===== src/sv/fcpe_pkg.sv =====
// Shared constants, types and arithmetic helpers for the Fourier curve point evaluator.
package fcpe_pkg;

    localparam int MAX_HARMONIC = 16;
    localparam int TABLE_DEPTH  = MAX_HARMONIC + 1;
    localparam int HARM_W       = $clog2(TABLE_DEPTH);
    localparam int PHASE_BITS   = 16;
    localparam int COEF_BITS    = 32;
    localparam int NUM_TABLES   = 4;
    localparam int TRIG_W       = 16;
    localparam int SB           = PHASE_BITS - 6;
    localparam int IDX_W        = PHASE_BITS - 2 - SB;
    localparam int QS_DEPTH     = 17;
    localparam int ACC_W        = 64;
    localparam int MUL_B_W      = 33;
    localparam int FP_W         = 7;
    localparam int HC_W         = 5;
    localparam int N_W          = FP_W + HC_W;
    localparam int CFG_ADDR_W   = 2;
    localparam int CFG_DATA_W   = 8;

    localparam logic MODE_WRITE = 1'b0;
    localparam logic MODE_EVAL  = 1'b1;

    typedef enum logic [1:0] {
        TBL_RAD_COS  = 2'd0,
        TBL_RAD_SIN  = 2'd1,
        TBL_VERT_COS = 2'd2,
        TBL_VERT_SIN = 2'd3
    } coeff_table_t;

    typedef enum logic [CFG_ADDR_W-1:0] {
        CFG_HARMONIC_COUNT = 2'd0,
        CFG_FIELD_PERIODS  = 2'd1,
        CFG_SYMMETRIC_MODE = 2'd2
    } cfg_reg_t;

    typedef logic signed [COEF_BITS-1:0] coef_t;
    typedef coef_t [NUM_TABLES-1:0] coef_row_t;
    typedef logic signed [TRIG_W-1:0] trig_t;
    typedef logic signed [ACC_W-1:0] acc_t;

    typedef struct packed {
        acc_t val;
        logic sat;
    } add_res_t;

    localparam logic [14:0] QUARTER_SINE [QS_DEPTH] = '{
        15'd0, 15'd3212, 15'd6393, 15'd9512, 15'd12540, 15'd15447, 15'd18205,
        15'd20788, 15'd23170, 15'd25330, 15'd27246, 15'd28899, 15'd30274,
        15'd31357, 15'd32138, 15'd32610, 15'd32767
    };

    localparam logic [14:0] Q15_ONE = 15'd32767;

    // u runs from zero up to and including a quarter turn
    function automatic logic [14:0] sine_quarter(input logic [PHASE_BITS-2:0] u);
        logic [IDX_W-1:0] idx;
        logic [SB-1:0]    frac;
        logic [14:0]      base;
        logic [14:0]      diff;
        logic [15+SB:0]   prod;
        idx  = u[PHASE_BITS-3:SB];
        frac = u[SB-1:0];
        base = QUARTER_SINE[idx];
        diff = QUARTER_SINE[{1'b0, idx} + 1'b1] - base;
        prod = (16'(diff) * (SB+1)'(frac)) + (16+SB)'(1 << (SB - 1));
        if (u[PHASE_BITS-2])
            return Q15_ONE;
        return base + 15'(prod >> SB);
    endfunction

    function automatic trig_t sine_turn(input logic [PHASE_BITS-1:0] a);
        logic [1:0]            q;
        logic [PHASE_BITS-2:0] r;
        logic [PHASE_BITS-2:0] rm;
        logic [14:0]           m;
        q  = a[PHASE_BITS-1:PHASE_BITS-2];
        r  = {1'b0, a[PHASE_BITS-3:0]};
        rm = {1'b1, {(PHASE_BITS-2){1'b0}}} - r;
        m  = q[0] ? sine_quarter(rm) : sine_quarter(r);
        return q[1] ? -trig_t'({1'b0, m}) : trig_t'({1'b0, m});
    endfunction

    function automatic trig_t cosine_turn(input logic [PHASE_BITS-1:0] a);
        return sine_turn(a + PHASE_BITS'(1 << (PHASE_BITS - 2)));
    endfunction

    // Derivative pattern: cosine kind C,-S,-C,S; sine kind S,C,-S,-C
    function automatic trig_t deriv_trig(input logic sine_kind, input logic [1:0] j,
                                         input trig_t c, input trig_t s);
        logic [1:0] jj;
        trig_t      r;
        jj = sine_kind ? j + 2'd3 : j;
        unique case (jj)
            2'd0: r = c;
            2'd1: r = -s;
            2'd2: r = -c;
            default: r = s;
        endcase
        return r;
    endfunction

    function automatic add_res_t sat_add(input acc_t a, input acc_t b);
        logic signed [ACC_W:0] sum;
        add_res_t r;
        sum = {a[ACC_W-1], a} + {b[ACC_W-1], b};
        r.sat = sum[ACC_W] != sum[ACC_W-1];
        if (r.sat)
            r.val = sum[ACC_W] ? {1'b1, {(ACC_W-1){1'b0}}} : {1'b0, {(ACC_W-1){1'b1}}};
        else
            r.val = sum[ACC_W-1:0];
        return r;
    endfunction

    // (2*pi)^d in Q16.16
    function automatic logic signed [MUL_B_W-1:0] turn_scale(input logic [1:0] d);
        logic signed [MUL_B_W-1:0] r;
        unique case (d)
            2'd0: r = MUL_B_W'(65536);
            2'd1: r = MUL_B_W'(411775);
            2'd2: r = MUL_B_W'(2587258);
            default: r = MUL_B_W'(16256219);
        endcase
        return r;
    endfunction

    function automatic logic signed [MUL_B_W-1:0] binom(input logic [1:0] d,
                                                        input logic [1:0] k);
        logic [1:0] r;
        r = 2'd1;
        if ((d == 2'd3) && ((k == 2'd1) || (k == 2'd2)))
            r = 2'd3;
        else if ((d == 2'd2) && (k == 2'd1))
            r = 2'd2;
        return MUL_B_W'(r);
    endfunction

endpackage


===== src/sv/fcpe_coef_mem.sv =====
// Coefficient memory: one row per harmonic holding all four table entries.
module fcpe_coef_mem (
    input  logic                      clk,
    input  logic                      rst_n,
    input  logic                      rd_en,
    input  logic [fcpe_pkg::HARM_W-1:0] rd_addr,
    output fcpe_pkg::coef_row_t       rd_data,
    input  logic                      wr_en,
    input  logic [fcpe_pkg::HARM_W-1:0] wr_addr,
    input  fcpe_pkg::coef_row_t       wr_data
);
    import fcpe_pkg::*;

    coef_row_t                  mem [TABLE_DEPTH];
    logic [TABLE_DEPTH-1:0]     valid_reg;
    coef_row_t                  rd_data_reg;

    // rows never written read as zero
    always_ff @(posedge clk or negedge rst_n)
    begin
        if (!rst_n)
        begin
            valid_reg <= '0;
        end
        else if (wr_en)
        begin
            valid_reg[wr_addr] <= 1'b1;
        end
    end

    always_ff @(posedge clk)
    begin
        if (wr_en)
        begin
            mem[wr_addr] <= wr_data;
        end
        if (rd_en)
        begin
            rd_data_reg <= valid_reg[rd_addr] ? mem[rd_addr] : '0;
        end
    end

    assign rd_data = rd_data_reg;

endmodule


===== config.mk =====
export PLATFORM = sky130hd
export DESIGN_NAME = fcpe_coef_mem
export DESIGN_NICKNAME = d
export VERILOG_FILES = /design/src/sv/fcpe_pkg.sv /design/src/sv/fcpe_coef_mem.sv
export SDC_FILE = /design/constraint.sdc
export NUM_CORES = 2
export LEC_CHECK = 0
export CAP_MARGIN = 20
export CORE_MARGIN = 5
export CORE_UTILIZATION = 55
export DETAILED_ROUTE_END_ITERATION = 10
export DONT_BUFFER_PORTS = 1
export PLACE_DENSITY_LB_ADDON = 0.15
export SETUP_SLACK_MARGIN = 0.05
export SLEW_MARGIN = 10
export SYNTH_ARGS = -nofsm -noshare
export SYNTH_HDL_FRONTEND = slang
export SYNTH_SLANG_ARGS = --single-unit

===== constraint.sdc =====
create_clock -name clk -period 3.34 [get_ports clk]
set_input_delay 0.334 -clock clk [delete_from_list [all_inputs] [get_ports clk]]
set_output_delay 0.334 -clock clk [all_outputs]
set_load 0.01 [all_outputs]

# == After elaboration in Yosys (flattened, before gate mapping) ==
# Memories as Yosys holds them, arrays and structs flattened. A register that Yosys moved wholly into a read port is not among the register bits.
# Cells that the tools add are included.
# Widths: inputs -> output; s select.
# classes
bitwise_logic,1
magnitude_cmp,3
n_shift,0
multipliers,0
mux,6
add_sub_neg,0
div,0
n_eq_ne,0
n_reduce_logical,2
# ops
cell,n
$or 17x17->17,1
$lt 5x6->1 const B,2
$bmux 1 s5,1
$demux 1 s5,1
$ge 5x1->1 const B,1
$mux 1,4
$logic_and 1x1->1,1
$logic_not 1->1,1
# word_totals
in_bits,142
memories,1
latchBits,0
regBits,17
out_inout_bits,128
mem_bits_ro,0
ramBits,2176
# memory_table
name,depth,width,rd,rd_clocked_by_memory_dff,wr,line,text
mem,17,128,1,1,1,fcpe_coef_mem.sv:14,coef_row_t mem [TABLE_DEPTH];

# == Logic depth before layout (Yosys ltp) ==
# logic_depth
ltp_word,5
ltp_mapped,9

# == Worst setup path before layout ==
# OpenSTA, ideal clock, no wires.
# synth_path
path_kind,input to register
from,input wr_addr[1] (netlist bit)
to,register valid_reg[16]
slack_ps,-11933
path_stages,3
t_arrival_ps,15125
path_buffers,0
setup_ps,148
required_ps,3192
path_cell_list,or3b_2 > nor4b_1 > or2_2
# synth_via
elab_chain_len,5
# synth_rtl
item,line,text
"start, declared",fcpe_coef_mem.sv:9,"input logic [fcpe_pkg::HARM_W-1:0] wr_addr,"
$lt 5x6->1 (not written as such) / $ge 5x1->1 (equally long branches),fcpe_coef_mem.sv:27,valid_reg[wr_addr] <= 1'b1;
$logic_and 1x1->1 (not written as such),fcpe_coef_mem.sv:27,
$mux 1 (not written as such),fcpe_coef_mem.sv:27,
$demux 1 s5 (*),fcpe_coef_mem.sv:27,
$or 17x17->17 (no source line) (*),--,
"end signal, assigned",fcpe_coef_mem.sv:23,valid_reg <= '0;
"end signal, assigned by index",fcpe_coef_mem.sv:27,
"end, declared",fcpe_coef_mem.sv:15,logic [TABLE_DEPTH-1:0] valid_reg;
# Every way passes the cells marked *; elsewhere a longest branch is shown, timed or not.
# A chain may end at the register's enable or synchronous reset.

# == Final worst setup path ==
# layout_path
from,input rd_addr[0] (netlist bit)
to,register rd_data_reg (netlist bit rd_data[69]) (read register of mem) (data pin)
# layout_via
elab_chain_len,3
# layout_rtl
item,line,text
"start, declared",fcpe_coef_mem.sv:6,"input logic [fcpe_pkg::HARM_W-1:0] rd_addr,"
$bmux 1 s5,fcpe_coef_mem.sv:39,rd_data_reg <= valid_reg[rd_addr] ? mem[rd_addr] : '0;
$mux 1 (not written as such),fcpe_coef_mem.sv:39,
$logic_not 1->1 (no source line),--,
"end, declared",fcpe_coef_mem.sv:16,coef_row_t rd_data_reg;
# Several ways; a longest one is shown, not always the timed one. The select of a mux whose other input is x is not followed.

==> metrics.cfg <==
[placed_design]
port_buffers=0
gp_congestion=0.729
place_area_sq_mm=0.0916
dpl.hpwl_microns=104000

[synthesis]
muxShareOfSynthArea_pct=14.2
synth-xor-area-share_pct=0
yosys_warnings=0
synth_edf_count=2304
synth_async_sr_flop_share_pct=0.732
ys.flop_type=edfxtp_1
synth-simple-area-share_pct=0.927
ys_seq_area_share_pct=78.9
synthAdderAreaFrac_pct=0
synth_seq_cells=2321
yosysTopAreaCell=edfxtp_1
syn_inst=4160
yosys.area.top_type_share_pct=78.4
synthTopCellsByCount=edfxtp_1, mux2i_1, a22oi_1
syn_area_sq_mm=0.0883
syn_nets=4302
synth_top_family_by_area=multiplexers
synth.area.top_cells=edfxtp_1, mux4_2, mux2i_1, a22oi_1, mux2_2
yosys.cell_types.count=30
yosysMostFrequentCell=edfxtp_1
syn_avg_cell_area_sq_um=21.2
synth_compound_area_share_pct=4.48

[die]
placementRows=147
die_area_sq_mm=0.169
fp.dieH_microns=411
fp.dieW_microns=411
ios=270
fp.coreArea_sq_mm=0.160
start_util_pct=55.2

[outcome]
status=finished clean

[worst_setup_path]
crit_type=in -> reg
critPathLaunchType=primary input
cp_cell_sequence=buf_16 > buf_16 > buf_16 > mux4_2 > mux2_2 > nand2_1 > a22oi_1
crit_required_ns=3.89
crit_top_cell=buf_16
worstSetupEndpointType=register
crit_fanout=127
critPathSlowestCell=buf_16
slowest_delay_ns=0.73
arrival_ns=3.65

[clock_network]
cts.sinks=2321
clockRootBuffer=clkbuf_16
cts_made_buffers=226
cts_tree=yes
htree_num_levels=4
clk-insertion-delay-late_ns=0.84
clockBufferDepth=3
cts_resized=0
path_clk_slew_ns=0.06

[drt]
vias=43000
avgViaCountPerCell=6.44
wl_microns=218000
drc=0
drt_iter0_markers=4802
wl_per_cell_microns=32.6
ant_nets=0
firstDrtPassIters=5

[final_layout]
largest_reg_flops=2176
area_growth_pct=13.8
design_area_sq_mm=0.100
drive_gt1_share_pct=19.3
nets=4540

[global_routing]
grt_max_degree=761
overflow=0
antenna_found_initial=26
grt_util_all_layers_pct=25.8
use_met1_pct=36.6
gr-usage-met2_pct=42.1
grt.busiest_layer=met2
grt_pass1_vias=43600
grt_use_met3_pct=5.35
grt_pass1_wl_microns=315000

[flow_run]
cap_violations=0

[timing]
finalSetupViolCount=0
finalHoldViolCount=0
fmaxAchievable_ghz=0.322
slew_headroom_pct=28.1
slew_violations=0
rsz0062_at_grt=false
fin_crit_ns=3.10
fin_skew_ns=0.0260
period_share_pct=93.0
worst_pin_slew_ns=1.08
tns_ns=0

[power]
p_leak_nw=32.6
vdd_ir_drop_max_v=0.000614
pwr_density_cell_mw_per_mm2=600
power.total_mw=60.3

[hold_path]
min_path_type=in -> async

==> placed cells by master (no fill, tap or decap), drive strengths merged <==
| cell | instances |
|---|---|
| edfxtp | 2304 |
| mux2i | 502 |
| a22oi | 364 |
| clkbuf | 285 |
| mux4 | 272 |
| dlygate4sd3 | 135 |
| buf | 130 |
| nand2 | 124 |
| mux2 | 122 |
| a32oi | 120 |
| clkinv | 102 |
| nor2 | 21 |
| or2 | 17 |
| bufinv | 17 |
| dfrtp | 17 |
| diode | 12 |
| nor2b | 12 |
| a21oi | 8 |
| a221o | 7 |
| inv | 7 |
| nand3b | 3 |
| clkinvlp | 2 |
| or3b | 2 |
| nand3 | 2 |
| and2 | 2 |
| or3 | 1 |
| nor4b | 1 |
| a211oi | 1 |
| nand2b | 1 |
| and4 | 1 |
| a31oi | 1 |
==> area by class of cell <==
type | count | area (sq um)
antenna | 12 | 30.0
clock buffer | 285 | 6070
clock inverter | 128 | 1100
fill | 10800 | 59600
multi-input combinational | 1584 | 17500
sequential | 2321 | 69600
tap | 2086 | 2610
timing repair buffer | 265 | 3490
==> through the flow <==
step | utilization (%) | hold WS, ns | worst slack, ns | std cells
floorplan | - | 0.0384 | -2.06 | 4160
global placement | 57.2 | 0.0416 | 0.795 | 6110
detailed placement | 57.2 | 0.0416 | 0.726 | 6110
CTS | 62.6 | 0.00662 | 0.950 | 6661
global route | 62.7 | 0.0628 | 0.0667 | 6674
finish | 62.8 | 0.0411 | 0.235 | 6681
==> where the power goes <==
| part | leakage [nW] | total, mW | internal [mW] | switching, mW |
|---|---|---|---|---|
| clock | 3.52 | 24.7 | 14.1 | 10.6 |
| sequential | 21.1 | 32.8 | 32.5 | 0.271 |
| combinational | 7.97 | 2.79 | 1.12 | 1.67 |
==> logic make-up after synthesis <==
family	Yosys count
AO/OA/AOI/OAI	501
buffers and inverters	255
flip-flops	2321
multiplexers	896
AND/OR/NAND/NOR	187
==> routing by layer <==
metal	wire length, microns	part of all wire, %
met2	107000	49
met1	89600	41
met5	168	0.077
met4	4040	1.9
met3	17000	7.8
==> critical path: cells and delay by family <==
family / cells / cell delay, ns
buffers and inverters: 3 / 1.92
multiplexers: 2 / 0.89
AO/OA/AOI/OAI: 1 / 0.07
AND/OR/NAND/NOR: 1 / 0.06
==> final timing paths <==
| kind | startpoint | endpoint | slack [ns] | cells past startpoint |
|---|---|---|---|---|
| max | rd_addr[0] | rd_data[69] | 0.24 | 7 |
| min | rst_n | valid_reg[13] | 0.04 | 1 |
| max reg2reg | valid_reg[15] | rd_data[117] | 1.23 | 5 |
| min reg2reg | valid_reg[6] | valid_reg[6] | 0.47 | 1 |
| max in group asynchronous | rst_n | valid_reg[16] | 2.78 | 1 |
| min in group clk | rd_addr[2] | rd_data[25] | 0.09 | 3 |
==> repair_timing <==
item	4_1_cts	5_1_grt
endpoints found under the hold margin	2454	24
hold buffers	138	1
buffers inserted	0	0
endpoints found under the setup margin	0	0
Note: power is estimated with default switching activity, not from simulation.
